`src/rtl/spuv_pkg.sv`:
```
// ----------------------------------------------------------------------------
// spuv_pkg
// shared constants, types and angle table of the sphere uv mapping block
// ----------------------------------------------------------------------------
`default_nettype none

package spuv_pkg;

  localparam int FRAC_BITS     = 16;
  localparam int CORDIC_STAGES = 18;

  localparam int DIV_N = 30;   // quotient bits, one per divider cell
  localparam int SQ_N  = 31;   // root bits, one per square root cell
  localparam int CW    = 60;   // cordic vector width
  localparam int AW    = 34;   // cordic angle width

  // register indexes
  typedef enum logic [1:0] {
    REG_CENTER_X = 2'd0,
    REG_CENTER_Y = 2'd1,
    REG_CENTER_Z = 2'd2,
    REG_RADIUS   = 2'd3
  } reg_idx_t;

  // payload that travels beside the arithmetic cells
  typedef struct packed {
    logic signed [32:0] dx;
    logic signed [32:0] dz;
    logic               ysign;
    logic               sat;
    logic               on;
    logic [30:0]        qm;
  } side_t;

  localparam logic [31:0] ATAN_TAB [0:31] = '{
    32'h20000000, 32'h12E4051E, 32'h09FB385B, 32'h051111D4, 32'h028B0D43,
    32'h0145D7E1, 32'h00A2F61E, 32'h00517C55, 32'h0028BE53, 32'h00145F2F,
    32'h000A2F98, 32'h000517CC, 32'h00028BE6, 32'h000145F3, 32'h0000A2FA,
    32'h0000517D, 32'h000028BE, 32'h0000145F, 32'h00000A30, 32'h00000518,
    32'h0000028C, 32'h00000146, 32'h000000A3, 32'h00000051, 32'h00000029,
    32'h00000014, 32'h0000000A, 32'h00000005, 32'h00000003, 32'h00000001,
    32'h00000001, 32'h00000000
  };

endpackage

`default_nettype wire

```
`src/rtl/spuv_div_cell.sv`:
```
// ----------------------------------------------------------------------------
// spuv_div_cell
// one restoring division step: one quotient bit per cell
// ----------------------------------------------------------------------------
`default_nettype none

module spuv_div_cell
  import spuv_pkg::*;
(
  input  wire logic              clk,
  input  wire logic [30:0]       divisor,
  input  wire logic [30:0]       rem_in,
  input  wire logic [DIV_N-1:0]  q_in,
  output logic      [30:0]       rem_out,
  output logic      [DIV_N-1:0]  q_out
);

  logic [31:0] trial;
  logic        ge;

  assign trial = {rem_in, 1'b0};
  assign ge    = trial >= {1'b0, divisor};

  always_ff @(posedge clk) begin
    rem_out <= ge ? 31'(trial - {1'b0, divisor}) : trial[30:0];
    q_out   <= {q_in[DIV_N-2:0], ge};
  end

endmodule

`default_nettype wire

```
`config.mk`:
```
export PLATFORM = sky130hd
export DESIGN_NAME = spuv_div_cell
export DESIGN_NICKNAME = d
export VERILOG_FILES = /design/src/rtl/spuv_pkg.sv /design/src/rtl/spuv_div_cell.sv
export SDC_FILE = /design/constraint.sdc
export NUM_CORES = 1
export LEC_CHECK = 0
export ABC_AREA = 1
export BUFFER_PORTS_ARGS = -buffer_cell sky130_fd_sc_hd__buf_2
export CAP_MARGIN = 20
export CORE_ASPECT_RATIO = 0.7
export CORE_MARGIN = 2
export CORE_UTILIZATION = 50
export DETAILED_ROUTE_END_ITERATION = 10
export GPL_TIMING_DRIVEN = 0
export HOLD_SLACK_MARGIN = 0.1
export PLACE_DENSITY_LB_ADDON = 0.12
export SLEW_MARGIN = 5
export SYNTH_ARGS = -nofsm -noshare
export SYNTH_HDL_FRONTEND = slang
export SYNTH_SLANG_ARGS = --single-unit
export TNS_END_PERCENT = 10
```
`constraint.sdc`:
```
create_clock -name clk -period 2.05 [get_ports clk]
set_input_delay 0 -clock clk [delete_from_list [all_inputs] [get_ports clk]]
set_output_delay 0 -clock clk [all_outputs]
set_load 0.01 [all_outputs]
```
==> results of run 1 <==
layout by cell type (no fill, tap or decap), drive strengths merged, types with 2 or more instances in the layout:
master	count
nand2	300
buf	161
inv	145
dfxtp	61
dlygate4sd3	59
nor2	43
nand3	42
ha	31
a21oi	16
xor2	14
clkbuf	10
nand4	7
and2	4
o21bai	3
nand3b	3
clkinv	3
bufinv	2
nor3	2
stage by stage:
stage	hold slack [ns]	setup WS (ns)	std cells	power, mW
2_1_floorplan	0.0277	0.486	682	2.15
3_3_place_gp	0.102	0.0495	935	2.56
3_5_place_dp	0.104	0.0231	935	2.58
4_1_cts	-0.0887	0.00937	1010	4.31
5_1_grt	-0.0686	-0.0959	1013	4.65
6_report	-0.0830	0.0711	1013	4.45
repair_timing:
action | in CTS | in global routing
setup buffers | 0 | 3
gates resized for setup | 0 | 55
endpoints found under the hold margin | 60 | 1
setup endpoints to repair | 0 | 31
flip-flops by register name (all words and copies together) (netlist names):
name,count
q_out,30
rem_out,31
power breakdown:
group | switching, mW | internal (mW) | leakage (nW)
registers | 0.0407 | 1.34 | 0.515
logic | 0.826 | 0.601 | 2.96
clock network | 0.580 | 1.06 | 0.153
worst paths after layout:
check,slack (ns),endpoint
worst max-delay path,0.07,rem_out[8]$_DFF_P_
worst min-delay path,-0.08,rem_out[1]$_DFF_P_
cells by family (layout without fill, tap and decap cells):
group                      count (synthesis)  after routing
DFF                                       61             61
AOI/OAI and AO/OA                         21             21
adders and majority gates                 32             32
xor gates and xnor gates                  15             15
and+or+nand+nor                          402            402
buffers and inverters                    151            381
worst max-delay path: stages:
cell	delay, ns
dlygate4sd3_1	0.53
buf_2	0.13
ha_2	0.30
nand2_1	0.07
nand2_1	0.11
inv_1	0.10
nand2_1	0.09
a21oi_2	0.18
nor2_1	0.07
nor2_2	0.13
nand2_4	0.08
inv_2	0.12
buf_6	0.18
nand2_1	0.08
nand2_1	0.07
cell type report:
cell class	count	area share, %
clock inverter	6	1.39
tap	101	2.03
inverter	145	8.76
clock buffer	10	3.69
multi-input combinational	470	41.4
timing repair buffer	214	22.1
sequential	61	19.7
buffer	6	0.967
layer usage:
| metal | up-vias | part of all wire, % | track usage (%) |
|---|---|---|---|
| met4 | 0 | 2.2 | 10.0 |
| met2 | 252 | 45 | 49.3 |
| met1 | 2216 | 44 | 41.9 |
| li1 | 2476 | - | - |
| met3 | 33 | 9.0 | 7.29 |
| met5 | - | 0 | 0 |
==> summary.md, run 1 <==
| Metric | Value |
|---|---|
| Synth Area in Simple Gates | `39.8%` |
| DR DRC count | `0` |
| Initial antenna violation count | `0` |
| Synth Instances | `a little under 700` |
| Pins over their slew limit | `0` |
| CP Capture Type | `register` |
| DRT Wirelength | `14.9 mm` |
| Site Rows | `27` |
| Die H | `80.0 µm` |
| Placed cell area | `0.00501 mm²` |
| Post-synth top cells | `nand2_1 (296), inv_1 (143), dfxtp_1 (61), nand3_1 (41), nor2_1 (38)` |
| Lkg Pwr | `3.63 nW` |
| Total power per unit cell area | `roughly 720 mW/mm²` |
| Clk sink count | `around 60` |
| Clock-pin slew on the worst setup and hold paths | `0.05 ns` |
| Multi-input gate area | `approximately 0.0026 mm²` |
| Mux contribution to synthesized area | `0%` |
| DR vias/cell | `4.91` |
| VDD IR-drop max | `0.651 mV` |
| Reg area | `0.00122 mm²` |
| Synth area leaders | `dfxtp_1 (30%), nand2_1 (27%), inv_1 (13%), ha_1 (9.4%), nand3_1 (5.0%)` |
| Clock Tree Buf Depth | `2` |
| Critical path launch point | `rem_in[18]` |
| Seq cells post-synth | `61` |
| Core box area | `slightly below 0.008 mm²` |
| Synth area leader | `dfxtp_1` |
| Fin util | `78.3%` |
| Synth Warn # | `0` |
| Die width | `~110 µm` |
| Largest family of logic cells by synthesized area | `simple AND/OR/NAND/NOR gates` |
| Initial Utilization | `approximately 52%` |
| Number of hold buffers added after CTS | `59` |
| Worst hold path type | `in -> reg` |
| Synthesized area | `0.00412 mm²` |
| Max H-tree Level | `3` |
| Min cycle time layout | `1.98 ns` |
| Final period util | `96.5%` |
| CP required | `2.33 ns` |
| GRT Util Overall | `around 31%` |
| Top-count cell post-synth | `nand2_1` |
| Finish-stage setup viols | `0` |
| Final RePlAce weighted congestion | `0.894` |
| Final antenna-violating net count | `0` |
| CTS tree | `done` |
| Root Buffer | `clkbuf_16` |
| Global-route wire length before repair | `21.7 mm` |
| Final instance area | `0.00621 mm²` |
| Post-synth EDFFs | `0` |
| IO Port Bufs | `152` |
| Async set-or-reset flop fraction in the synthesized netlist | `0%` |
| Routed len/inst | `approximately 15 µm` |
| GRT Residual Overflow | `0` |
| Synthesized-area fraction occupied by adder cells | `approximately a tenth` |
| WHS | `-0.0830 ns` |
| Hold wc startpoint | `rem_in[0]` |
| Nets | `a little over 1000` |
| ANT cells | `0` |
| Hold Path Stages | `3` |
| Vias in the first global route | `4564` |
| Slew of the pin with the lowest slew margin | `~0.40 ns` |
| TritonCTS Buffers | `9` |
| Distinct cells, synth | `28` |
| Max-cap viol count | `0` |
| Peak Freq | `505 MHz` |
| Post-synthesis sequential area ratio | `29.6%` |
| Failing checks | `hold timing` |
| Filler cells | `559` |
| TNS Setup | `0 ns` |
| Worst Setup Path Type | `in -> reg` |
| Net count after synthesis | `about 810` |
| Final Hold Fails | `1` |
| Initial drt markers | `372` |
| DR vias | `4977` |
| Layout cell share with drive strength beyond 1 | `25.1%` |
| Share of the synthesized area in the top cell type | `29.6%` |
| Mean Syn Cell Area | `6.05 µm²` |
| Relative slew slack | `73.2%` |
| Worst-path fanout max | `10` |
| Largest net degree at the start of global routing | `12` |
| Die area | `0.00900 mm²` |
| IO Count | `154` |
| CP startpoint kind | `input pin` |
| Ys flop type | `dfxtp_1` |
| Detailed placement HPWL | `9.90 mm` |
| Area Overhead vs Synth | `50.7%` |
| Status | `complete, but fails checks` |
| Synth Area in XOR/XNOR | `3.19%` |
| Synth Area in Compound Gates | `between 2 and 3%` |
| DRT Pass-1 Iters | `7` |
| Worst Path Arrival | `2.26 ns` |
Power figures use the tool's default switching activity.
==> run 2: changes to the inputs <==
CORE_MARGIN = default   (was 2)
REMOVE_ABC_BUFFERS = 1   (was default)
==> run 2 against run 1 <==
The flow now finishes without violations. Sequential share of layout area is 1.0 points higher. First-iteration DRC count is 22% lower. Via count is 3.7% lower. Total power is 2.9% lower. Global-route usage is 0.27 points lower. Critical path depth is 1 lower. Critical path type unchanged.
==> summary.md, run 2 (same netlist as run 1, synthesis figures left out) <==
| Metric | Value |
|---|---|
| Status | `complete, no violations` |
| GRT Util Overall | `30.8%` |
| IO Port Bufs | `152` |
| Finish-stage setup viols | `0` |
| DR DRC count | `0` |
| DRT Pass-1 Iters | `5` |
| TNS Setup | `0 ns` |
| Core box area | `0.00794 mm²` |
| Peak Freq | `536 MHz` |
| Initial drt markers | `290` |
| DRT Wirelength | `13.0 mm` |
| Largest net degree at the start of global routing | `33` |
| Final instance area | `0.00590 mm²` |
| Relative slew slack | `about 69%` |
| Net Switching | `1.39 mW` |
| Initial antenna violation count | `0` |
| Slowest stage delay, CP | `0.36 ns` |
| Site Rows | `27` |
| ANT cells | `0` |
| Worst hold path type | `in -> reg` |
| Root Buffer | `clkbuf_16` |
| Clk sink count | `61` |
| Post-Place Cells | `roughly 930` |
| CP Capture Type | `register` |
| Sw frac | `32.2%` |
| VDD IR-drop max | `around 0.6 mV` |
| WHS | `0.0746 ns` |
| Power consumption | `4.32 mW` |
| Total power per unit cell area | `733 mW/mm²` |
| Die area | `0.00862 mm²` |
| Fin util | `74.3%` |
| Final Hold Fails | `0` |
| Clock-pin slew on the worst setup and hold paths | `~0.06 ns` |
| Detailed placement HPWL | `9.12 mm` |
| Int Pwr | `2.93 mW` |
| Placed cell area | `roughly 0.0050 mm²` |
| CTS tree | `done` |
| Worst-path fanout max | `32` |
| CP required | `2.27 ns` |
| Max-cap viol count | `0` |
| RSZ-0062 raised after global routing | `no` |
| CP startpoint kind | `input pin` |
| Reg power frac | `31.8%` |
| Die width | `111 µm` |
| Crit path top cell by count | `nand2_1` |
| Clock share of power | `38.5%` |
| GRT Residual Overflow | `0` |
| Pins over their slew limit | `0` |
| Worst Path Arrival | `about 2.1 ns` |
| Global-route wire length before repair | `20.8 mm` |
| Die H | `78.0 µm` |
| Most flop-heavy register | `rem_out` |
| Post-route insts no fill | `1006` |
| CP Cell Sequence | `buf_2, inv_1, ha_1, nand2_1, nor2_4, nand2_1, clkinv_1, nand2_1, nand3_1, nand2_1, nand2_4, clkinv_8, nand2_1, nand2_1` |
| DP Worst Slack | `-0.387 ns` |
| Slew of the pin with the lowest slew margin | `0.459 ns` |
| Final RePlAce weighted congestion | `between 0.9 and 1` |
| Final period util | `between 90% and 100%` |
| DR vias/cell | `between 4 and 5` |
| Lkg Pwr | `about 3.6 nW` |
| TritonCTS Buffers | `9` |
| Commonest non-fill, non-tap cell in the layout | `nand2_1` |
| IO Count | `between 150 and 200` |
| Worst Setup Path Type | `in -> reg` |
| Area Overhead vs Synth | `43.1%` |
| DR vias | `4791` |
| Initial Utilization | `51.9%` |
| Setup ws final | `0.185 ns` |
| Min cycle time layout | `1.87 ns` |
| Most frequent cells in the layout | `nand2_1 (296), buf_2 (152), inv_1 (143)` |
| Layout cell share with drive strength beyond 1 | `20.0%` |
| Largest register FFs | `31` |
| Crit-path slowest cell | `nand2_4` |
| Comb pwr share | `29.6%` |
| Nets | `1025` |
| Biggest regs | `rem_out (31), q_out (30)` |
| Max H-tree Level | `3` |
| Vias in the first global route | `4478` |
| Clock Tree Buf Depth | `2` |
| Final antenna-violating net count | `0` |
| Routed len/inst | `about 13 µm` |
[run 2: timing repair]
action                                  CTS  global route
gates resized for setup                   1             3
endpoints found under the setup margin   30            31
hold endpoints to repair                 60             1
setup buffers                             0             0
hold buffers                             60             1
[run 2: routing by layer]
layer / vias to the layer above / routed length [µm] / GRT usage (%)
met5: - / 0 / 0
met3: 21 / 1080 / 8.36
met4: 0 / 205 / 8.80
met1: 2103 / 5910 / 39.1
li1: 2467 / - / -
met2: 200 / 5810 / 51.3
[run 2: final cells by class]
class | instances | area [µm²]
Clock buffer | 9 | 225
Clock inverter | 7 | 97.6
Fill cell | 661 | 2040
Inverter | 145 | 557
Multi-Input combinational cell | 470 | 2300
Sequential cell | 61 | 1220
Tap cell | 101 | 126
Timing Repair Buffer | 213 | 1370
[run 2: final timing paths]
check,endpoint,depth (start not counted),startpoint,slack (ns)
min,rem_out[1]$_DFF_P_,4,rem_in[0],0.07
max,rem_out[13]$_DFF_P_,14,divisor[13],0.18
[run 2: power groups by stage]
stage | clock, mW | sequential (mW) | combinational [mW]
floorplan | 0 | 1.49 | 0.642
global placement | 0 | 1.39 | 1.13
detailed placement | 0 | 1.40 | 1.15
CTS | 1.69 | 1.37 | 1.25
global route | 1.73 | 1.39 | 1.42
finish | 1.67 | 1.38 | 1.28
[run 2: worst max-delay path: cells and delay by family]
family	cells	cell delay, ns
adder cells (fa/ha/maj)	1	0.34
buffers and inverters	4	0.43
AND/OR/NAND/NOR	9	1.29
